[src/nmfl_pkg.sv]
`timescale 1ns / 1ps
`default_nettype none
package nmfl_pkg;

   localparam int unsigned MAX_WIDTH_DEFAULT = 1024;

   // register reset values
   localparam logic [10:0] WIDTH_RESET    = 11'd1024;
   localparam logic [15:0] HEIGHT_RESET   = 16'd1024;
   localparam logic [2:0]  CHANNELS_RESET = 3'd3;

   // register indexes (paddr[3:2])
   localparam logic [1:0] REG_WIDTH    = 2'd0;
   localparam logic [1:0] REG_HEIGHT   = 2'd1;
   localparam logic [1:0] REG_CHANNELS = 2'd2;

   typedef struct packed {
      logic empty;
      logic full;
   } queue_status_type;

   typedef struct packed {
      logic reading;
   } back_status_type;

   typedef enum logic [3:0] {
      B_IDLE,
      B_READ,
      B_SQUARE,
      B_SUM,
      B_RHS,
      B_RHS_SUM,
      B_K,
      B_MUL,
      B_CMP,
      B_OUT
   } back_state_type;

endpackage
`default_nettype wire

[src/nmfl_front.sv]
`timescale 1ns / 1ps
`default_nettype none
module nmfl_front #(
   parameter int unsigned MAX_WIDTH = nmfl_pkg::MAX_WIDTH_DEFAULT,
   localparam int unsigned DEPTH  = 2 * MAX_WIDTH + 2,
   localparam int unsigned ADDR_W = $clog2(DEPTH),
   localparam int unsigned JOB_W  = 4 * ADDR_W + 1
) (
   input  wire logic                   clock,
   input  wire logic                   reset,
   input  wire logic                   restart,
   input  wire logic [10:0]            image_width,
   input  wire logic [15:0]            image_height,
   input  wire logic [2:0]             channel_count,
   input  wire logic                   req_valid,
   output logic                        req_stall,
   input  wire logic [7:0]             req_chan0,
   input  wire logic [7:0]             req_chan1,
   input  wire logic [7:0]             req_chan2,
   input  wire logic                   req_drain,
   input  nmfl_pkg::queue_status_type  qstat,
   input  nmfl_pkg::back_status_type   bstat,
   output logic                        job_push,
   output logic [JOB_W-1:0]            job_data,
   output logic                        mem_we,
   output logic [ADDR_W-1:0]           mem_waddr,
   output logic [15:0]                 mem_wdata
);
   import nmfl_pkg::*;

   localparam int unsigned WID_W  = $clog2(MAX_WIDTH + 1);
   localparam int unsigned M_W    = $clog2(DEPTH + 1);
   localparam int unsigned PEND_W = $clog2(MAX_WIDTH + 3);

   localparam logic [2:0] CH_NONE = 3'd0;
   localparam logic [2:0] CH_GREY = 3'd1;
   localparam logic [2:0] CH_PAIR = 3'd2;

   function automatic logic [M_W-1:0] wrap_sub(input logic [M_W-1:0] x,
                                               input logic [M_W-1:0] d,
                                               input logic [M_W-1:0] md);
      logic [M_W:0] s;
      if (x >= d) s = {1'b0, x} - {1'b0, d};
      else s = {1'b0, x} + {1'b0, md} - {1'b0, d};
      return s[M_W-1:0];
   endfunction

   function automatic logic [M_W-1:0] wrap_add(input logic [M_W-1:0] x,
                                               input logic [M_W-1:0] d,
                                               input logic [M_W-1:0] md);
      logic [M_W:0] s;
      s = {1'b0, x} + {1'b0, d};
      if (s >= {1'b0, md}) s = s - {1'b0, md};
      return s[M_W-1:0];
   endfunction

   logic [ADDR_W-1:0] wr_pos_ff, wr_pos_in;
   logic [PEND_W-1:0] pending_ff, pending_in;
   logic [WID_W-1:0]  in_col_ff, in_col_in;
   logic [15:0]       in_row_ff, in_row_in;
   logic [WID_W-1:0]  out_col_ff, out_col_in;
   logic [15:0]       out_row_ff, out_row_in;
   logic              in_done_ff, in_done_in;

   logic [WID_W-1:0]  wid;
   logic [15:0]       hgt;
   logic [M_W-1:0]    md;
   logic [15:0]       luma;
   logic [8:0]        pair_sum;
   logic [23:0]       rgb_sum;
   logic              writes, accept, emit, do_emit, do_write;
   logic [PEND_W:0]   pend_inc;
   logic [M_W-1:0]    base, addr_l, addr_r, addr_t, addr_b, wr_next;
   logic              has_right, has_below, frame_last;
   logic [WID_W:0]    in_col_inc, out_col_inc;
   logic [16:0]       in_row_inc, out_row_inc;

   // effective geometry
   always_comb begin
      if (image_width == 11'd0) wid = WID_W'(1);
      else if (32'(image_width) > 32'(MAX_WIDTH)) wid = WID_W'(MAX_WIDTH);
      else wid = WID_W'(image_width);
      hgt = (image_height == 16'd0) ? 16'd1 : image_height;
      md  = (M_W'(wid) << 1) + M_W'(2);
   end

   // Q8.8 luminance
   always_comb begin
      pair_sum = {1'b0, req_chan0} + {1'b0, req_chan1};
      rgb_sum  = 24'(19595) * 24'(req_chan0) + 24'(38470) * 24'(req_chan1)
               + 24'(7471) * 24'(req_chan2);
      case (channel_count)
         CH_NONE: luma = 16'd0;
         CH_GREY: luma = {req_chan0, 8'd0};
         CH_PAIR: luma = {pair_sum, 7'd0};
         default: luma = rgb_sum[23:8];
      endcase
   end

   // pixel writes only once the back end has its neighbours in hand
   assign writes    = !req_drain && !in_done_ff;
   assign req_stall = writes ? (qstat.full || !qstat.empty || bstat.reading) : qstat.full;
   assign accept    = req_valid && !req_stall;

   assign pend_inc = {1'b0, pending_ff} + (PEND_W+1)'(1);
   always_comb begin
      if (writes) emit = (M_W'(pend_inc) >= M_W'(wid) + M_W'(2));
      else emit = !req_drain ? 1'b0 : (in_done_ff && (pending_ff != '0));
   end
   assign do_emit  = accept && emit;
   assign do_write = accept && writes;

   // neighbour addresses, clamped at frame edges
   assign out_col_inc = {1'b0, out_col_ff} + (WID_W+1)'(1);
   assign out_row_inc = {1'b0, out_row_ff} + 17'd1;
   assign has_right   = out_col_inc < {1'b0, wid};
   assign has_below   = out_row_inc < {1'b0, hgt};
   assign frame_last  = !has_right && !has_below;

   always_comb begin
      base   = wrap_sub(M_W'(wr_pos_ff), M_W'(pending_ff), md);
      addr_l = (out_col_ff != '0) ? wrap_sub(base, M_W'(1), md) : base;
      addr_r = has_right ? wrap_add(base, M_W'(1), md) : base;
      addr_t = (out_row_ff != 16'd0) ? wrap_sub(base, M_W'(wid), md) : base;
      addr_b = has_below ? wrap_add(base, M_W'(wid), md) : base;
      wr_next = wrap_add(M_W'(wr_pos_ff), M_W'(1), md);
   end

   assign job_push = do_emit;
   assign job_data = {frame_last, addr_l[ADDR_W-1:0], addr_r[ADDR_W-1:0],
                      addr_t[ADDR_W-1:0], addr_b[ADDR_W-1:0]};
   assign mem_we    = do_write;
   assign mem_waddr = wr_pos_ff;
   assign mem_wdata = luma;

   assign in_col_inc = {1'b0, in_col_ff} + (WID_W+1)'(1);
   assign in_row_inc = {1'b0, in_row_ff} + 17'd1;

   always_comb begin
      wr_pos_in  = wr_pos_ff;
      pending_in = pending_ff;
      in_col_in  = in_col_ff;
      in_row_in  = in_row_ff;
      out_col_in = out_col_ff;
      out_row_in = out_row_ff;
      in_done_in = in_done_ff;
      if (do_write) begin
         wr_pos_in = wr_next[ADDR_W-1:0];
         if (in_col_inc >= {1'b0, wid}) begin
            in_col_in = '0;
            in_row_in = in_row_inc[15:0];
            if (in_row_inc >= {1'b0, hgt}) in_done_in = 1'b1;
         end else begin
            in_col_in = in_col_inc[WID_W-1:0];
         end
      end
      if (do_write && !do_emit) pending_in = pend_inc[PEND_W-1:0];
      else if (!do_write && do_emit) pending_in = pending_ff - PEND_W'(1);
      if (do_emit) begin
         if (!has_right) begin
            out_col_in = '0;
            out_row_in = out_row_inc[15:0];
         end else begin
            out_col_in = out_col_inc[WID_W-1:0];
         end
      end
      if ((do_emit && frame_last) || restart) begin
         wr_pos_in  = '0;
         pending_in = '0;
         in_col_in  = '0;
         in_row_in  = 16'd0;
         out_col_in = '0;
         out_row_in = 16'd0;
         in_done_in = 1'b0;
      end
   end

   always_ff @(posedge clock) begin
      if (reset) begin
         wr_pos_ff  <= '0;
         pending_ff <= '0;
         in_col_ff  <= '0;
         in_row_ff  <= 16'd0;
         out_col_ff <= '0;
         out_row_ff <= 16'd0;
         in_done_ff <= 1'b0;
      end else begin
         wr_pos_ff  <= wr_pos_in;
         pending_ff <= pending_in;
         in_col_ff  <= in_col_in;
         in_row_ff  <= in_row_in;
         out_col_ff <= out_col_in;
         out_row_ff <= out_row_in;
         in_done_ff <= in_done_in;
      end
   end

endmodule
`default_nettype wire

[config.mk]
export PLATFORM = sky130hd
export DESIGN_NAME = nmfl_front
export DESIGN_NICKNAME = d
export VERILOG_FILES = /design/src/nmfl_pkg.sv /design/src/nmfl_front.sv
export SDC_FILE = /design/constraint.sdc
export NUM_CORES = 1
export LEC_CHECK = 0
export ABC_AREA = 1
export BUFFER_PORTS_ARGS = -buffer_cell sky130_fd_sc_hd__buf_2
export CAP_MARGIN = 20
export CORE_MARGIN = 2
export CORE_UTILIZATION = 58
export CTS_CLUSTER_DIAMETER = 60
export DETAILED_ROUTE_END_ITERATION = 12
export GPL_TIMING_DRIVEN = 0
export PLACE_DENSITY_LB_ADDON = 0.08
export SLEW_MARGIN = 20
export SYNTH_ARGS = -nofsm -noshare
export SYNTH_HDL_FRONTEND = slang
export SYNTH_SLANG_ARGS = --single-unit
[constraint.sdc]
create_clock -name clock -period 7 [get_ports clock]
set_input_delay 0.35 -clock clock [delete_from_list [all_inputs] [get_ports clock]]
set_output_delay 0.35 -clock clock [all_outputs]
set_load 0.01 [all_outputs]
==> out/results.txt, run 1 <==
Multi-input gate area in the final layout: 17,200 um^2. The number of synthesized flops with an enable pin is 0, and the sequential element share of the synthesized area is 7.88%. For the top achievable clock speed, the log shows 140 MHz.

The overall die area is 35,700 um^2. Summed over all layers, the global routing overflow is 0. The worst register-to-register path has a depth of 18. In this run switching power makes up 55.2% of total power.

The number of antenna violations at the first check in global routing is 0. The clock tree root buffer cell was clkbuf_16. For the finished layout, the period the worst path requires is 7.16 ns. The worst pin sits at a relative slew slack of 33.3%. Entering global routing, the biggest net connects 14 pins.

Synthesis inferred 78 register bits. The HPWL after detailed placement came out at 51.3 mm. Core utilization of the finished layout: 71.2%. The number of instances in the synthesized netlist was 2,868; the net switching component of the power was 6.23 mW. STA classifies the critical path startpoint as a primary input. The tools report the element type at the critical path end as an output pin. Dividing the detail-routed wire length by the instance count gives 18.5 um. The most used flip-flop cell after synthesis is dfxtp_1. After detailed routing, the number of remaining DRC violations is 0. Setup violations remaining at the end of the flow were counted as 14. The pre-antenna-repair detailed-routing pass consisted of 6 iterations. The number of buffers inserted during clock tree synthesis was 9; the largest driver fanout on the critical path was 5.

The tools report the total via count in the routed design as 20,600. In the final layout, the share of cells above drive strength 1 is 18.6%. For the final max-slew violation count, the log shows 0.

The later pin in the worst-skew pair is clocked with a latency of 0.35 ns. The residual antenna-violating net count after detailed routing is 0, and the quantity of I/O buffers inserted on ports is 141. The flow ran to the end, but the final reports show violations.

Hold is met by 0.488 ns. Slowest cell on the critical path: fa_1. The fraction of registers with async set/reset is 0%. The tools report the final worst-path setup slack as -0.157 ns. By startpoint and endpoint, the worst setup path is classified as in2out. The global-route total usage across every layer is 35.7%.

For the register area, the log shows 1560 um^2. For this block, the routed nets add up to 66.3 mm of wire. Routability-driven placement finished with a final weighted congestion of 0.965. In this run the static leakage power is 12.5 nW. The min-delay analysis places its worst path in the category reg2reg. TritonCTS built the clock tree. The y dimension of the die is 189 um, and the number of nets produced by synthesis is 3,406. The number of primary I/O pins is 142, and the worst IR drop on VDD is 1.01 mV. The H-tree was split into 3 levels.

The x dimension of the die was 189 um; the vias per cell was 5.76. The logs give 11.3 mW for the overall power after layout and 60 for the number of distinct library cell variants in the gate-level netlist after synthesis. The final reports fail on setup timing. The via count of the first global-routing pass was 19,600; the power per cell area was 472 nW/um^2.

The tools report the worst setup skew after layout as 0.00959 ns. Data on the critical path is required at its endpoint by 6.65 ns. The initial detailed-routing violation count was 1,687. The number of max-capacitance violations reported was 0. Mean post-synth cell area: 6.91 um^2. The number of sinks driven by the clock tree was 78. The worst path uses 102% of the clock period.

The slack of the worst reg-to-reg path came out at 1.96 ns. The logs give 67 for the row count and 3,665 for the number of nets in the layout. Once the floorplan was initialized, standard cells occupied 59.0% of the core.

In this run the cell area of the synthesized design comes to 19,800 um^2. Of the total power, combinational logic draws 92.1%. The number of instances on the worst hold path is 2, and the core area is 33,600 um^2. The tools report the hold violation count in the final report as 0.

The logs give 2,887 for the final-layout fill cell count and 0 for the final antenna diode count. Per report_power, the clock group accounts for 3.9% of the total. The post-synthesis to final-layout area growth was 20.7%; the data arrival time of the critical path was 6.81 ns.

Setup repair after global routing could not meet its margin everywhere. The Yosys step of the flow raised 0 warnings. The post-CTS clock slew at the launch and capture registers of the worst setup and hold paths is 0.06 ns. The first global-routing pass estimated 101 mm of wire. The run gives 4.0% as the part of the total power dissipated in sequential elements. Maximum root-to-sink buffer count: 2. On the worst path, the slowest cell contributes a delay of 0.47 ns. For the pin with the worst max-slew slack, the measured transition is 0.992 ns. Cell internal power was estimated by the tool at 5.06 mW.
[synth_stat cells (13+ instances only)]
library cell / number / area (um^2)
o31ai_1: 14 / 105
nor4_1: 15 / 93.8
xor2_1: 151 / 1320
nand4_1: 26 / 163
fa_1: 138 / 2760
o211ai_1: 25 / 188
o21ai_0: 145 / 726
dfxtp_1: 78 / 1560
xnor2_1: 33 / 289
nand3_1: 128 / 641
ha_1: 338 / 4230
inv_1: 602 / 2260
nor2_1: 200 / 751
a31oi_1: 24 / 150
a21oi_1: 208 / 1040
clkbuf_1: 29 / 109
nor3_1: 54 / 270
o21ai_1: 17 / 85.1
nand2_1: 485 / 1820
a22oi_1: 13 / 97.6
[power groups by stage]
stage                     logic (mW)  registers [mW]  clock network [mW]
final                           10.4           0.447               0.443
after global routing            11.3           0.447               0.463
after CTS                       8.48           0.447               0.448
after detailed placement        7.54           0.457                   0
after global placement          7.41           0.457                   0
after floorplan                 5.37           0.456                   0
[layout by cell type, fill, tap and decap left out, types with 14 or more instances in the layout]
cell,instances
a21oi_1,186
a21oi_2,18
a31oi_1,21
buf_2,132
buf_4,103
buf_6,22
clkbuf_1,25
dfxtp_1,78
fa_1,137
ha_1,296
ha_4,38
inv_1,570
inv_2,24
nand2_1,447
nand2_2,34
nand2_4,15
nand3_1,115
nand3_2,20
nand4_1,26
nor2_1,184
nor2_4,15
nor3_1,45
nor4_1,14
o211ai_1,25
o21ai_0,123
o21ai_1,26
o21ai_2,14
xnor2_1,30
xor2_1,131
xor2_2,16
[repair_timing]
action                                  4_1_cts  5_1_grt
endpoints found under the setup margin       50       42
hold buffers                                  0        0
pin swaps                                    71       78
hold endpoints to repair                      0        0
gates resized for setup                     184      205
setup buffers                                64       45
cloned                                        2        0
[area by class of cell]
| class | count | share of cell area [%] |
|---|---|---|
| clock inverter | 6 | 0.167 |
| tap | 448 | 2.34 |
| timing repair buffer | 251 | 7.19 |
| inverter | 613 | 9.86 |
| multi-input combinational | 2132 | 72.0 |
| buffer | 42 | 0.946 |
| sequential | 78 | 6.53 |
| clock buffer | 9 | 0.941 |
[cell families after synthesis]
logic type      Yosys count  share of synthesized area [%]
simple gates            962                           21.2
compound gates          509                           14.8
xor+xnor                184                           8.13
flops                    78                           7.88
buf+inv                 658                           12.7
other cells               1                         0.0189
fa+ha+maj               476                           35.3
[per-stage QoR]
stage	std cells	setup slack [ns]	setup TNS [ns]	cell area [um^2]
floorplan	2868	0.0269	0	19800
global placement	3457	-2.45	-64.33	21100
detailed placement	3457	-2.39	-63.73	21100
CTS	3535	-0.00869	-0.00869	22700
global route	3579	-0.412	-6.20	23900
finish	3579	-0.157	-1.50	23900
[flip-flops by register name, indices dropped and copies added (netlist names)]
signal	flops
in_row_ff	16
out_row_ff	16
mem_waddr	12
in_col_ff	11
out_col_ff	11
pending_ff	11
in_done_ff	1
[routing by layer]
layer  vias up  GRT usage [%]  wire, um  part of all wire [%]
li1       9775              -         -                     -
met1      9839           48.4     28100                    42
met2       846           59.7     30800                    47
met3       156           4.24      5110                   7.7
met4         0           10.8      2240                   3.4
met5         -              0         0                     0
[final timing paths]
kind | from | to
hold reg to reg | in_row_ff[1]$_SDFFE_PP0P_ | in_row_ff[1]$_SDFFE_PP0P_
setup reg to reg | out_row_ff[0]$_SDFFE_PP0P_ | pending_ff[1]$_SDFFE_PP0P_
setup / recovery | image_width[7] | job_data[3]
hold / removal | in_row_ff[1]$_SDFFE_PP0P_ | in_row_ff[1]$_SDFFE_PP0P_
[critical path: cells and delay by family]
family / cells / cell delay, ns
fa+ha+maj: 4 / 1.33
simple gates: 14 / 1.49
buf+inv: 12 / 1.45
compound gates: 11 / 1.75
xor+xnor: 2 / 0.40
No activity file was read; power rests on OpenSTA's default activity.
==> inputs of run 2 (changes only) <==
SKIP_CTS_REPAIR_TIMING = 1   (was default)
==> out/results.txt, run 2 (synthesized netlist as in run 1, its figures left out) <==
Post-place instance area: 21,100 um^2 (unchanged). The delay of the slowest cell on the worst path was 0.47 ns (about the same). Setup repair after global routing could not meet its margin everywhere. The library cells used most frequently in the layout, excluding fill and tap cells, are inv_1 (569), nand2_1 (449), ha_1 (295). The run gives 34.2% (-1.5 points) as the global-route total usage across every layer.

The power per cell area is 461 nW/um^2 (-2.4%). The vias per cell was 5.70 (-0.99%). The flow ran to the end, but the final reports show violations. The quantity of I/O buffers inserted on ports is 141 (unchanged), and the worst IR drop on VDD is 0.894 mV (-12%). The tools report the initial detailed-routing violation count as 1,520 (-9.9%). The net switching component of the power was 6.16 mW (-1.1%); the y dimension of the die was 189 um (unchanged). The x dimension of the die is 189 um (unchanged), and the sum of buffers and inverters on the critical path is 13 (+1). The via count of the first global-routing pass was 18,900 (-3.6%).

The final routed wirelength across all metal layers was 64.7 mm (-2.3%); the transition time at the pin with the least slew margin was 0.970 ns (-0.0220 ns). For the data arrival time of the critical path, the log shows 7.08 ns (+0.27 ns). The max-slew headroom at the worst pin came out at 34.7% (+1.5 points). The fraction of power consumed by combinational cells was 91.9% (-0.2 points). The logs give 67 (unchanged) for the row count and 0.0114 ns (+0.00178 ns) for the worst setup skew after layout. For the slack of the worst reg-to-reg path, the log shows 1.98 ns (+0.02 ns). The tools report the insertion delay of the later-clocked pin in the worst-skew pair as 0.35 ns (about the same). The total number of H-tree levels is 3 (unchanged). For the final estimated routing congestion in global placement, the log shows 0.965 (unchanged). The residual antenna-violating net count after detailed routing is 0 (unchanged), and the pin count of the biggest net entering global routing is 14 (unchanged). The largest driver fanout on the critical path was 7 (+2). The run gives 0 (unchanged) as the number of max-capacitance violations reported. The element type at the critical path end was an output pin. The run gives 78 (unchanged) as the number of sinks driven by the clock tree.

After global routing, the most crowded layer is met2. The total internal power was 4.87 mW (-3.9%). The tools report the clock tree root buffer cell as clkbuf_16. The run gives 71.2% (about the same) as the core utilization of the finished layout. The checks that failed: setup timing.

The tools report the top achievable clock speed as 135 MHz (-3.7%). The final antenna diode count was 0 (unchanged). The run gives 142 (unchanged) as the number of primary I/O pins. The tools report the startpoint class of the critical path as a primary input.

The share of post-route cells with drive strength above 1 works out to 18.5% (-0.026 points). The data required time of the critical path came out at 6.65 ns (about the same). The hold violation count in the final report is 0 (unchanged), and the final max-slew violation count is 0 (unchanged).

The final count of negative-setup-slack endpoints came out at 16 (+2). The post-layout instance area came out at 23,900 um^2 (about the same). The number of buffers inserted during clock tree synthesis is 9 (unchanged), and the number of nets in the layout is 3,664 (-0.027%).

For the number of antenna violations at the first check in global routing, the log shows 0 (unchanged). The cell repeated most along the worst path is inv_1. The fraction of met1 tracks used by global routing was 47.1% (-1.4 points); the post-CTS clock slew at the launch and capture registers of the worst setup and hold paths was 0.06 ns (about the same).

The final routed wire length divided by cell count is 18.1 um (-2.3%). The logs give 4.0% (about the same) for the clock power share and 97.5 mm (-4.0%) for the global-route wire length before repair. The maximum root-to-sink buffer count is 2 (unchanged), and the reported leakage power is 12.5 nW (about the same). Post-synthesis to final-layout area growth: 20.7% (about the same). The initial standard-cell utilization of the core came out at 59.0% (unchanged). For the part of the total power dissipated in sequential elements, the log shows 4.1% (about the same).

The overall die area is 35,700 um^2 (unchanged). The setup path with the least slack is of type in2out. The library cell used most frequently in the layout, excluding fill and tap cells, is inv_1.

In this design, the largest share of critical-path delay is due to compound AO/OA/AOI/OAI gates. For the core area, the log shows 33,600 um^2 (unchanged). TritonCTS built the clock tree. The residual DRC count was 0 (unchanged); the period utilization was 106% (+3.9 points). The slowest stage of the critical path is the fa_1 cell. The met3 layer usage reported by global route came out at 3.60% (-0.65 points). The global route total overflow is 0 (unchanged), and the proportion of total power due to net switching is 55.9% (+0.70 points). The minimum period implied by the final worst setup slack works out to 7.43 ns (+0.272 ns). The tightest min-delay check is of the reg2reg type. The run gives -0.429 ns (-0.272 ns) as the final worst-path setup slack. For the HPWL after detailed placement, the log shows 51.3 mm (unchanged). The tools report the total via count in the routed design as 20,400 (-1.0%).

The first-pass iteration count of the detailed router was 8 (+2). The met2 demand-to-capacity share in global routing was 56.6% (-3.1 points).
run 2: path summary, 6_finish.rpt:
kind / startpoint / to / cells after the start
hold reg to reg: out_col_ff[1]$_SDFFE_PP0P_ / out_col_ff[1]$_SDFFE_PP0P_ / 2
setup / recovery: image_width[3] / job_data[3] / 43
setup reg to reg: out_row_ff[0]$_SDFFE_PP0P_ / mem_waddr[11]$_SDFFE_PP0P_ / 18
hold / removal: out_col_ff[1]$_SDFFE_PP0P_ / out_col_ff[1]$_SDFFE_PP0P_ / 2
run 2: layout make-up:
class / instances / area [um^2]
buffer: 42 / 224
clock buffer: 9 / 225
clock inverter: 6 / 40.0
fill: 2880 / 9690
inverter: 613 / 2370
multi-input combinational: 2132 / 17200
sequential: 78 / 1560
tap: 448 / 561
timing repair buffer: 250 / 1710
run 2: worst min-delay path, cell delays in order (launching register included):
cell	delay, ns
dfxtp_1	0.32
nand2_1	0.07
a21oi_1	0.05
run 2: power groups by stage:
stage	sequential, mW	clock (mW)	combinational [mW]
floorplan	0.456	0	5.37
global placement	0.457	0	7.41
detailed placement	0.457	0	7.54
CTS	0.447	0.448	7.59
global route	0.447	0.462	11.0
finish	0.447	0.442	10.1
run 2: per-stage QoR:
| step | instances | setup slack, ns | hold slack, ns | TNS, ns | power [mW] |
|---|---|---|---|---|---|
| 3_5_place_dp | 3457 | -2.39 | 0.477 | -63.73 | 8.00 |
| 2_1_floorplan | 2868 | 0.0269 | 0.458 | 0 | 5.83 |
| 5_1_grt | 3578 | -0.714 | 0.511 | -11.03 | 11.9 |
| 3_3_place_gp | 3457 | -2.45 | 0.470 | -64.33 | 7.87 |
| 4_1_cts | 3472 | -2.42 | 0.487 | -64.97 | 8.48 |
| 6_report | 3578 | -0.429 | 0.486 | -4.66 | 11.0 |
run 2: per-layer routing:
layer	wire length (um)	vias to the layer above
met5	0	-
met4	1860	0
met3	4680	121
met2	30400	780
met1	27800	9738
li1	-	9767
