## src/nmfl_pkg.sv

```systemverilog
`timescale 1ns / 1ps
`default_nettype none
package nmfl_pkg;

   localparam int unsigned MAX_WIDTH_DEFAULT = 1024;

   // register reset values
   localparam logic [10:0] WIDTH_RESET    = 11'd1024;
   localparam logic [15:0] HEIGHT_RESET   = 16'd1024;
   localparam logic [2:0]  CHANNELS_RESET = 3'd3;

   // register indexes (paddr[3:2])
   localparam logic [1:0] REG_WIDTH    = 2'd0;
   localparam logic [1:0] REG_HEIGHT   = 2'd1;
   localparam logic [1:0] REG_CHANNELS = 2'd2;

   typedef struct packed {
      logic empty;
      logic full;
   } queue_status_type;

   typedef struct packed {
      logic reading;
   } back_status_type;

   typedef enum logic [3:0] {
      B_IDLE,
      B_READ,
      B_SQUARE,
      B_SUM,
      B_RHS,
      B_RHS_SUM,
      B_K,
      B_MUL,
      B_CMP,
      B_OUT
   } back_state_type;

endpackage
`default_nettype wire

```

## src/nmfl_queue.sv

```systemverilog
`timescale 1ns / 1ps
`default_nettype none
module nmfl_queue #(
   parameter int unsigned DATA_W = 8
) (
   input  wire logic                      clock,
   input  wire logic                      reset,
   input  wire logic                      push,
   input  wire logic [DATA_W-1:0]         push_data,
   input  wire logic                      pop,
   output logic [DATA_W-1:0]              head,
   output nmfl_pkg::queue_status_type     status
);
   import nmfl_pkg::*;

   logic [DATA_W-1:0] slot0_ff, slot0_in;
   logic [DATA_W-1:0] slot1_ff, slot1_in;
   logic [1:0]        count_ff, count_in;

   // two-entry queue, head always in slot0
   always_comb begin
      slot0_in = slot0_ff;
      slot1_in = slot1_ff;
      count_in = count_ff;
      case ({push, pop})
         2'b10: begin
            if (count_ff == 2'd0) slot0_in = push_data;
            else slot1_in = push_data;
            count_in = count_ff + 2'd1;
         end
         2'b01: begin
            slot0_in = slot1_ff;
            count_in = count_ff - 2'd1;
         end
         2'b11: begin
            if (count_ff == 2'd1) begin
               slot0_in = push_data;
            end else begin
               slot0_in = slot1_ff;
               slot1_in = push_data;
            end
         end
         default: begin
         end
      endcase
   end

   always_ff @(posedge clock) begin
      slot0_ff <= slot0_in;
      slot1_ff <= slot1_in;
      if (reset) count_ff <= 2'd0;
      else count_ff <= count_in;
   end

   assign head         = slot0_ff;
   assign status.empty = (count_ff == 2'd0);
   assign status.full  = (count_ff == 2'd2);

endmodule
`default_nettype wire

```

## config.mk

```make
export PLATFORM = sky130hd
export DESIGN_NAME = nmfl_queue
export DESIGN_NICKNAME = d
export VERILOG_FILES = /design/src/nmfl_pkg.sv /design/src/nmfl_queue.sv
export SDC_FILE = /design/constraint.sdc
export NUM_CORES = 1
export LEC_CHECK = 0
export BUFFER_PORTS_ARGS = -buffer_cell sky130_fd_sc_hd__buf_2
export CAP_MARGIN = 20
export CORE_MARGIN = 2
export CORE_UTILIZATION = 40
export DETAILED_ROUTE_END_ITERATION = 7
export GPL_ROUTABILITY_DRIVEN = 1
export HOLD_SLACK_MARGIN = 0.1
export PLACE_DENSITY = 0.62
export SYNTH_ARGS = -nofsm -noshare
export SYNTH_HDL_FRONTEND = slang
export SYNTH_SLANG_ARGS = --single-unit
```

## constraint.sdc

```tcl
create_clock -name clock -period 3.1 [get_ports clock]
set_input_delay 0.775 -clock clock [delete_from_list [all_inputs] [get_ports clock]]
set_output_delay 0.775 -clock clock [all_outputs]
set_load 0.05 [all_outputs]
```

==> flow_metrics.py, run 1 <==
metrics = {
    "clock_tree": {
        "clock_latency_ns": 0.28,
        "cts_sinks": 18,
        "clock_tree.root_cell": "clkbuf_4",
        "cts_tree": "done",
        "cts_post_setup_buffers_inserted": 0,
        "max-clock-path-buffers": 2,
        "cts_hold_buf": 0,
        "post_cts.resized_instances": 0,
        "clk_pin_slew_worst_paths_ns": 0.10,
        "total_cts_buffers": 3,
        "ctsHtreeMaxLevel": 1,
    },
    "synth": {
        "ys_seq_elements": 18,
        "synthAdderAreaFrac_pct": 7.884,
        "post_synth_main_area_contributors": "edfxtp_1 50%, mux2_4 11%, ha_1 7.9%, nand2_1 5.9%, a22oi_1 5.5%",
        "fraction_of_synthesized_area_in_multiplexers_pct": 11.04,
        "synth_cells": 76,
        "ys_top_cells_by_count": "16 x edfxtp_1, 15 x nand2_1, 7 x a22oi_1, 7 x mux2_4",
        "yosys.cell_count.top_type": "edfxtp_1",
        "synth_compound_area_share_pct": 9.987,
        "synth-async-reset-ratio_pct": 0,
        "synth_edf_count": 16,
        "synth_top_area_share_pct": 50.46,
        "syn_avg_cell_area_sq_um": 12.53,
        "yosys_warnings": 0,
        "synth_ff_type": "edfxtp_1",
        "synth_simple_gate_area_share_pct": 8.541,
        "synth_nets": 94,
        "yosys.area_share.xor_xnor_pct": 2.628,
        "largest_family_of_logic_cells_by_synthesized_area": "multiplexers",
        "netlist_area_sq_um": 952.2,
        "post-synth-top-area-cell": "edfxtp_1",
        "ys_seq_area_share_pct": 54.66,
        "synth.lib_cells_used.distinct": 18,
    },
    "sta": {
        "finalMaxSlewViolations": 0,
        "timing.final.crit_period_ns": 2.098,
        "unrepaired_setup_endpoints_after_global_routing": "false",
        "fin_crit_sh_pct": 67.68,
        "tightestPinTransition_ns": 0.7136,
        "timing.setup.tns_ns": 0,
        "setup_viol_count_final": 0,
        "finClkSkew_ns": 0.002184,
        "setup_ws_ns": 1.002,
        "max_clock_freq_ghz": 0.4766,
        "hold_viol_final": 0,
        "fin_hold_ws_ns": 0.5501,
        "timing.max_slew.rel_slack_pct": 52.43,
    },
    "cells_and_area": {
        "antenna_cells_inserted": 0,
        "final_cell_count_no_fill": 127,
        "finalNetCount": 118,
        "multi_input_comb_area_sq_um": 381.6,
        "area.growth.synth_to_final_pct": 16.43,
        "seq_area_sq_um": 520.5,
        "num-fill-cells": 217,
        "post_route_cells_drive_above_1_share_pct": 36.36,
    },
    "power_and_ir_drop": {
        "pwr_density_cell_nw_per_um2": 582.0,
        "cellLeakagePower_uw": 0.0004974,
        "power.total_uw": 645.2,
        "vdd_ir_drop_max_mv": 0.2565,
    },
    "global_route": {
        "overall_fraction_of_global_route_tracks_in_use_pct": 13.82,
        "grt_overflow_total": 0,
        "grt_pass1_vias": 584,
        "pin_count_of_the_biggest_net_entering_global_routing": 14,
        "grt_first_pass_wirelength_um": 2670,
        "grt_antenna_before_repair": 0,
    },
    "floorplan": {
        "die-height_um": 52.79,
        "rows": 17,
        "floorplan.io_pins": 22,
        "start_util_pct": 42.63,
        "die_area_sq_um": 2787,
        "floorplan.core_area_sq_um": 2233,
        "die_width_um": 52.79,
    },
    "route": {
        "totalWireLength_um": 1554,
        "drt-initial-drc-count": 12,
        "vias": 604,
        "ant_nets": 0,
        "drc": 0,
        "vias_per_cell": 4.756,
        "firstDrtPassIters": 4,
        "routed_wire_length_per_instance_um": 12.24,
    },
    "setup_path": {
        "critical_path_class": "input pin to flop",
        "ff2ff_setup_slack_ns": 1.27,
        "worstPathMaxFanout": 13,
        "crit_path_cell_trace": "buf_2 > ha_1 > o21ai_1 > a21oi_1",
        "worst_ep_arrival_time_ns": 2.03,
        "critPathLaunchType": "input pin",
        "path_delay_family": "compound AO/OA/AOI/OAI gates",
        "worstPathRequired_ns": 3.03,
        "cpMaxStageDelayCell": "a21oi_1",
        "end_kind": "flop",
        "critPathMaxStageDelay_ns": 0.58,
        "critPathBufInv": 1,
    },
    "placed_design": {
        "hpwlAfterDp_um": 1183,
        "place.port_buffers": 21,
        "dp.cells": 123,
        "pre_cts_slack_ns": 0.6701,
        "place.gp.congestion": 0.6423,
    },
    "status": {
        "status": "finished, final reports clean",
    },
    "min_path": {
        "type_of_the_tightest_min_delay_check": "flop to flop",
    },
    "job": {
        "max_cap_violations": 0,
    },
}
-- power by group --
part | leakage [uW] | internal (uW) | total (uW) | switching [uW]
logic | 0.000304 | 68.0 | 198 | 130
registers | 0.000173 | 297 | 307 | 9.47
clock network | 0.0000210 | 71.5 | 140 | 68.4
-- metal layers --
metal	share of wire (%)	track usage (%)	wire, um
met1	40	15.79	626
met2	54	23.96	833
met3	5.0	2.571	77
met4	1.1	7.692	17
met5	0	0	0
-- layout make-up --
cell class,instances,area share [%]
inverters,6,2.032
clock buffers,4,3.273
flip-flops and latches,18,46.95
multi-input cells,49,34.42
repair buffers,22,10.16
well taps,28,3.160
-- logic make-up after synthesis --
kind of cell             count (synthesis)
flip-flops                              18
XOR/XNOR                                 2
multiplexers                             7
buffers and inverters                    9
AND/OR/NAND/NOR                         20
AO/OA/AOI/OAI                           14
adder cells (fa/ha/maj)                  6
-- sequential cells by signal, summed over array words and instances, names as in the netlist --
| signal | count |
|---|---|
| head | 8 |
| slot1_ff | 8 |
| count_ff | 2 |
-- metrics by stage --
| stage | area, sq um | utilization [%] |
|---|---|---|
| after detailed placement | 1072 | 48.01 |
| final | 1109 | 49.64 |
| after global routing | 1109 | 49.64 |
| after global placement | 1072 | 48.01 |
| after floorplan | 952.2 | - |
| after CTS | 1109 | 49.64 |
-- placed cells by master, fill, tap and decap left out --
cell | synthesis | final
a211oi_2 | 1 | 1
a21oi_1 | 3 | 3
a22oi_1 | 7 | 7
buf_2 | 1 | 21
buf_4 | 0 | 1
clkbuf_4 | 0 | 3
clkbuf_8 | 0 | 1
dfxtp_1 | 2 | 2
edfxtp_1 | 16 | 16
ha_1 | 6 | 6
inv_1 | 6 | 6
mux2_4 | 7 | 7
nand2_1 | 15 | 15
nor2_1 | 2 | 2
nor2_2 | 1 | 1
nor2b_1 | 1 | 1
nor3_1 | 1 | 1
o21ai_1 | 3 | 3
xor2_1 | 1 | 1
xor2_2 | 1 | 1
-- worst register-to-register path, cell delays in order, from the launching register on --
cell	delay [ns]
dfxtp_1	0.35
inv_1	0.08
ha_1	0.39
a21oi_1	0.65
-- worst paths after layout --
| path | to | start | cells past startpoint |
|---|---|---|---|
| worst max-delay path | slot1_ff[7]$_DFFE_PP_ | push | 4 |
| worst max register to register | slot1_ff[7]$_DFFE_PP_ | count_ff[1]$_SDFFE_PP0P_ | 3 |
| worst min register to register | count_ff[1]$_SDFFE_PP0P_ | count_ff[1]$_SDFFE_PP0P_ | 2 |
| worst min-delay path | count_ff[1]$_SDFFE_PP0P_ | count_ff[1]$_SDFFE_PP0P_ | 2 |
No activity file was read; power rests on OpenSTA's default activity.
==> inputs of run 2 (changes only) <==
--- a/config.mk
+++ b/config.mk
@@ -5,6 +5,7 @@
 export SDC_FILE = /design/constraint.sdc
 export NUM_CORES = 1
 export LEC_CHECK = 0
+export ABC_AREA = 1
 export BUFFER_PORTS_ARGS = -buffer_cell sky130_fd_sc_hd__buf_2
 export CAP_MARGIN = 20
 export CORE_MARGIN = 2
@@ -12,7 +13,7 @@
 export DETAILED_ROUTE_END_ITERATION = 7
 export GPL_ROUTABILITY_DRIVEN = 1
 export HOLD_SLACK_MARGIN = 0.1
-export PLACE_DENSITY = 0.62
+export PLACE_DENSITY = 0.64
 export SYNTH_ARGS = -nofsm -noshare
 export SYNTH_HDL_FRONTEND = slang
 export SYNTH_SLANG_ARGS = --single-unit
==> constraint.sdc (replaced) <==
create_clock -name clock -period 2.05 [get_ports clock]
set_input_delay 0.5125 -clock clock [delete_from_list [all_inputs] [get_ports clock]]
set_output_delay 0.5125 -clock clock [all_outputs]
set_load 0.05 [all_outputs]
==> flow_metrics.py, run 2 <==
metrics = {
    "cells_and_area": {
        "layout_common_cells": "23 x nand2_1, 21 x buf_2, 16 x edfxtp_1",
        "design_area_sq_um": 991.0,
        "final_cell_count_no_fill": 127,
        "post_route_cells_drive_above_1_share_pct": 29.00,
        "finalNetCount": 120,
        "area.growth.synth_to_final_pct": 21.66,
        "layout.cells.most_common": "nand2_1",
        "antenna_cells_inserted": 0,
    },
    "setup_path": {
        "worst_ep_arrival_time_ns": 1.18,
        "worstReg2RegStart": "count_ff[1]$_SDFFE_PP0P_",
        "worstPathRequired_ns": 1.54,
        "critical_path_class": "flop to primary output",
        "worst_setup_path_startpoint": "count_ff[0]$_SDFFE_PP0P_",
        "crit-reg2reg-capture": "slot1_ff[3]$_DFFE_PP_",
        "worstPathMaxFanout": 3,
        "critPathLaunchType": "flop",
        "end_kind": "primary output",
        "ff2ff_setup_slack_ns": 0.59,
        "worst_r2r_path_depth": 6,
    },
    "route": {
        "totalWireLength_um": 1326,
        "firstDrtPassIters": 4,
        "vias": 570,
        "vias_per_cell": 4.488,
        "drc": 0,
        "ant_nets": 0,
        "drt-initial-drc-count": 9,
        "routed_wire_length_per_instance_um": 10.44,
    },
    "synth": {
        "ys_seq_area_share_pct": 63.90,
        "synth_compound_area_share_pct": 2.765,
        "synth.lib_cells_used.distinct": 12,
        "synth_top_area_share_pct": 58.99,
        "ys_seq_elements": 18,
        "synth_edf_count": 16,
        "syn_avg_cell_area_sq_um": 11.01,
        "synth-async-reset-ratio_pct": 0,
        "synth_nets": 92,
        "post-synth-top-area-cell": "edfxtp_1",
        "yosys_warnings": 0,
        "netlist_area_sq_um": 814.5,
        "largest_family_of_logic_cells_by_synthesized_area": "simple AND/OR/NAND/NOR gates",
        "fraction_of_synthesized_area_in_multiplexers_pct": 0,
        "synth_cells": 74,
        "yosys.area_share.xor_xnor_pct": 0,
        "yosys.cell_count.top_type": "nand2_1",
        "synth_ff_type": "edfxtp_1",
        "ys_top_cells_by_count": "23 x nand2_1, 16 x edfxtp_1, 10 x inv_1, 9 x nand3_1, 6 x ha_1",
        "synthAdderAreaFrac_pct": 9.217,
        "post_synth_main_area_contributors": "edfxtp_1 59%, nand2_1 11%, ha_1 9.2%, nand3_1 5.5%, dfxtp_1 4.9%",
        "synth_simple_gate_area_share_pct": 19.51,
    },
    "min_path": {
        "hold_start": "reset",
        "worst_hold_path.num_cells": 2,
        "type_of_the_tightest_min_delay_check": "input pin to flop",
        "worstHoldEndpoint": "count_ff[0]$_SDFFE_PP0P_",
    },
    "placed_design": {
        "pre_cts_slack_ns": 0.3740,
        "dpl_cell_area_sq_um": 968.4,
        "place.port_buffers": 21,
        "place.gp.congestion": 0.6689,
        "hpwlAfterDp_um": 1052,
        "dp.cells": 124,
    },
    "power_and_ir_drop": {
        "pwr_density_cell_nw_per_um2": 839.4,
        "power.share.clock_pct": 19.7,
        "power.sequential.fraction_pct": 54.5,
        "internal_power_uw": 569.5,
        "combPwrFrac_pct": 25.8,
        "switchingPower_uw": 262.3,
        "netSwitchingFraction_pct": 31.53,
        "vdd_ir_drop_max_mv": 0.3710,
        "cellLeakagePower_uw": 0.0004673,
    },
    "clock_tree": {
        "total_cts_buffers": 3,
        "cts_sinks": 18,
        "max-clock-path-buffers": 2,
        "cts_hold_buf": 0,
        "clk_pin_slew_worst_paths_ns": 0.09,
        "clock_latency_ns": 0.28,
        "ctsHtreeMaxLevel": 1,
        "cts_tree": "done",
        "cts_post_setup_buffers_inserted": 0,
        "clock_tree.root_cell": "clkbuf_4",
        "post_cts.resized_instances": 0,
    },
    "floorplan": {
        "rows": 16,
        "start_util_pct": 41.95,
        "floorplan.core_area_sq_um": 1942,
        "floorplan.io_pins": 22,
        "die_area_sq_um": 2413,
        "die-height_um": 49.13,
        "die_width_um": 49.13,
    },
    "sta": {
        "fin_hold_ws_ns": 0.3898,
        "finalMaxSlewViolations": 0,
        "fin_crit_sh_pct": 82.78,
        "timing.setup.tns_ns": 0,
        "finClkSkew_ns": 0.003552,
        "setup_ws_ns": 0.3530,
        "max_clock_freq_ghz": 0.5893,
        "setup_viol_count_final": 0,
        "hold_viol_final": 0,
        "timing.max_slew.rel_slack_pct": 83.47,
        "unrepaired_setup_endpoints_after_global_routing": "false",
        "timing.final.crit_period_ns": 1.697,
        "tightestPinTransition_ns": 0.2497,
    },
    "global_route": {
        "grt_first_pass_wirelength_um": 2242,
        "overall_fraction_of_global_route_tracks_in_use_pct": 12.35,
        "grt_overflow_total": 0,
        "grt_pass1_vias": 531,
        "pin_count_of_the_biggest_net_entering_global_routing": 11,
        "grt_antenna_before_repair": 0,
    },
    "job": {
        "max_cap_violations": 0,
    },
    "status": {
        "status": "finished, final reports clean",
    },
}
==> run 2: changes by cell type in the layout (fill, tap and decap cells not counted), moves of 2 or more <==
cell	before	now
nand3_1	0	9
nand2_1	15	23
a22oi_1	7	0
mux2_4	7	0
inv_1	6	10
o21ai_1	3	0
nand2_2	0	2
==> run 2: metal layers <==
layer  wire length (um)  track usage, %  share of wire [%]  vias up
li1                   -               -                  -      297
met1                550           15.00                 41      259
met2                708           20.72                 53       12
met3                 52           2.761                3.9        2
met4                 14           5.714                1.1        0
met5                  0               0                  0        -
==> run 2: worst max-delay path by stage <==
stage	endpoint
2_1_floorplan	slot1_ff[0]$_DFFE_PP_
3_3_place_gp	slot1_ff[7]$_DFFE_PP_
3_5_place_dp	slot1_ff[1]$_DFFE_PP_
4_1_cts	status[1]
5_1_grt	status[1]
6_report	status[1]
==> run 2: cell type report <==
type / instances / area [sq um]
Clock buffer: 3 / 22.52
Fill cell: 185 / 950.9
Inverter: 10 / 37.54
Multi-Input combinational cell: 46 / 256.5
Sequential cell: 18 / 520.5
Tap cell: 27 / 33.78
Timing Repair Buffer: 23 / 120.1
==> run 2: worst max-delay path, stage by stage (launching register included) <==
cell and delay (ns):
dfxtp_1 0.34, inv_1 0.11, ha_1 0.19, buf_2 0.27
==> run 2: cells by family (layout without fill, tap and decap cells) <==
group | after synthesis | in the layout
and+or+nand+nor | 36 | 36
adders and majority gates | 6 | 6
DFF | 18 | 18
buffers and inverters | 10 | 36
AOI/OAI and AO/OA | 4 | 4
==> run 2: power by group through the flow <==
stage	registers, uW	logic, uW	clock network (uW)
after floorplan	527	95.7	0
after global placement	460	214	0
after detailed placement	462	218	0
after CTS	453	218	173
after global routing	456	235	189
final	453	215	164
==> run 2: per-stage QoR <==
| step | utilization, % | total power, uW |
|---|---|---|
| global route | 51.03 | 880.6 |
| detailed placement | 49.87 | 679.4 |
| finish | 51.03 | 831.8 |
| CTS | 51.03 | 844.2 |
| floorplan | - | 623.2 |
| global placement | 49.87 | 674.2 |
==> inputs of run 3 (changes only) <==
--- a/config.mk
+++ b/config.mk
@@ -13,7 +13,7 @@
 export DETAILED_ROUTE_END_ITERATION = 7
 export GPL_ROUTABILITY_DRIVEN = 1
 export HOLD_SLACK_MARGIN = 0.1
-export PLACE_DENSITY = 0.64
+export PLACE_DENSITY = 0.66
 export SYNTH_ARGS = -nofsm -noshare
 export SYNTH_HDL_FRONTEND = slang
 export SYNTH_SLANG_ARGS = --single-unit
==> constraint.sdc (replaced) <==
create_clock -name clock -period 1.5 [get_ports clock]
set_input_delay 0.375 -clock clock [delete_from_list [all_inputs] [get_ports clock]]
set_output_delay 0.375 -clock clock [all_outputs]
set_load 0.05 [all_outputs]
==> flow_metrics.py, run 3 (same netlist as run 2, synthesis figures left out) <==
metrics = {
    "floorplan": {
        "start_util_pct": 41.95,
        "die-height_um": 49.13,
        "rows": 16,
        "floorplan.io_pins": 22,
        "die_width_um": 49.13,
        "floorplan.core_area_sq_um": 1942,
        "die_area_sq_um": 2413,
    },
    "global_route": {
        "grt_overflow_total": 0,
        "grt_antenna_before_repair": 0,
        "pin_count_of_the_biggest_net_entering_global_routing": 11,
        "grt_first_pass_wirelength_um": 2311,
        "overall_fraction_of_global_route_tracks_in_use_pct": 12.70,
        "grt_pass1_vias": 565,
    },
    "route": {
        "totalWireLength_um": 1395,
        "highest_layer": "met3",
        "vias": 579,
        "firstDrtPassIters": 4,
        "met2WireLength_um": 733,
        "dr_wl_met3_um": 69,
        "drc": 0,
        "met1_layer_wirelength_in_the_final_routing_um": 591,
        "drt-initial-drc-count": 13,
        "ant_nets": 0,
        "routed_wire_length_per_instance_um": 10.81,
        "vias_per_cell": 4.488,
    },
    "clock_tree": {
        "cts_hold_buf": 0,
        "clock_latency_ns": 0.29,
        "total_cts_buffers": 3,
        "clock_tree.root_cell": "clkbuf_4",
        "cts_sinks": 18,
        "clk_pin_slew_worst_paths_ns": 0.10,
        "cts_tree": "done",
        "ctsHtreeMaxLevel": 1,
        "cts_post_setup_buffers_inserted": 0,
        "max-clock-path-buffers": 2,
    },
    "setup_path": {
        "critical_path_class": "flop to primary output",
        "worstPathMaxFanout": 3,
        "critPathBufInv": 2,
        "path_delay_family": "flip-flops",
        "worstPathRequired_ns": 1.12,
        "critPathMaxStageDelay_ns": 0.36,
        "end_kind": "primary output",
        "critPathLaunchType": "flop",
        "worst_ep_arrival_time_ns": 1.06,
        "cpMaxStageDelayCell": "dfxtp_2",
        "crit_path_cell_trace": "inv_2 > ha_1 > buf_6",
    },
    "cells_and_area": {
        "seq_area_sq_um": 521.8,
        "layout_common_cells": "23 x nand2_1, 19 x buf_2, 16 x edfxtp_1",
        "layout.cells.most_common": "nand2_1",
        "post_route_cells_drive_above_1_share_pct": 34.31,
        "final_core_util_pct": 54.19,
        "finalNetCount": 121,
        "num-fill-cells": 185,
        "multi_input_comb_area_sq_um": 276.5,
        "final_cell_count_no_fill": 129,
        "antenna_cells_inserted": 0,
        "area.growth.synth_to_final_pct": 29.19,
    },
    "sta": {
        "finalMaxSlewViolations": 0,
        "tightestPinTransition_ns": 0.2506,
        "setup_ws_ns": 0.06914,
        "hold_viol_final": 0,
        "fin_hold_ws_ns": 0.2366,
        "fin_crit_sh_pct": 95.39,
        "finClkSkew_ns": 0.003669,
        "setup_viol_count_final": 0,
        "unrepaired_setup_endpoints_after_global_routing": "false",
        "max_clock_freq_ghz": 0.6989,
        "timing.max_slew.rel_slack_pct": 83.41,
        "timing.final.crit_period_ns": 1.431,
        "timing.setup.tns_ns": 0,
    },
    "status": {
        "status": "finished, final reports clean",
    },
    "job": {
        "max_cap_violations": 0,
    },
    "power_and_ir_drop": {
        "switchingPower_uw": 384.0,
        "internal_power_uw": 817.8,
        "vdd_ir_drop_max_mv": 0.6970,
        "pwr_density_cell_nw_per_um2": 1142,
        "power.sequential.fraction_pct": 51.6,
        "combPwrFrac_pct": 28.4,
        "power.share.clock_pct": 20.0,
        "netSwitchingFraction_pct": 31.95,
        "cellLeakagePower_uw": 0.0004860,
    },
    "placed_design": {
        "place.gp.congestion": 0.7298,
        "place.port_buffers": 21,
        "hpwlAfterDp_um": 1066,
        "pre_cts_slack_ns": 0.01848,
        "dp.cells": 125,
    },
    "min_path": {
        "type_of_the_tightest_min_delay_check": "input pin to flop",
    },
}
## run 3: power by group through the flow
stage	Clock, uW	Combinational [uW]	Sequential (uW)
2_1_floorplan	0	138	720
3_3_place_gp	0	309	629
3_5_place_dp	0	314	631
4_1_cts	250	321	620
5_1_grt	277	371	625
6_report	241	341	620
## run 3: cell type report
type                            instances  share of cell area (%)
Clock buffer                            3                   2.140
Clock inverter                          1                  0.3567
Multi-Input combinational cell         46                   26.28
Timing Repair Buffer                   24                   14.86
Sequential cell                        18                   49.58
Tap cell                               27                   3.210
Inverter                               10                   3.567
## run 3: layer usage
metal	vias up	GRT usage (%)
met5	-	0
met4	0	5.714
met3	0	4.294
met2	13	21.40
met1	264	14.46
li1	302	-
## run 3: worst paths after layout
kind / start / endpoint / slack (ns) / cells after the start
worst max-delay path: count_ff[0]$_SDFFE_PP0P_ / status[0] / 0.07 / 3
worst min-delay path: reset / count_ff[0]$_SDFFE_PP0P_ / 0.24 / 2
worst max register to register: count_ff[1]$_SDFFE_PP0P_ / slot1_ff[4]$_DFFE_PP_ / 0.13 / 6
worst min register to register: count_ff[0]$_SDFFE_PP0P_ / count_ff[0]$_SDFFE_PP0P_ / 0.48 / 2
## run 3: worst register-to-register path: cells and delay by family, from the launching register on
| kind | cells | cell delay [ns] |
|---|---|---|
| flip-flops | 1 | 0.34 |
| buffers and inverters | 3 | 0.33 |
| adder cells (fa/ha/maj) | 1 | 0.19 |
| AO/OA/AOI/OAI | 1 | 0.13 |
| AND/OR/NAND/NOR | 1 | 0.10 |
## run 3: repair_timing
item                       in CTS  in global routing
gates cloned                    0                  0
setup endpoints to repair       2                  2
gates resized for setup         3                  5
## run 3: stage by stage
stage                     instance area [sq um]  total power, uW
after global placement                    998.5            938.8
after detailed placement                  998.5            945.1
after CTS                                  1031             1190
final                                      1052             1202
after global routing                       1052             1273
after floorplan                           824.5            858.1
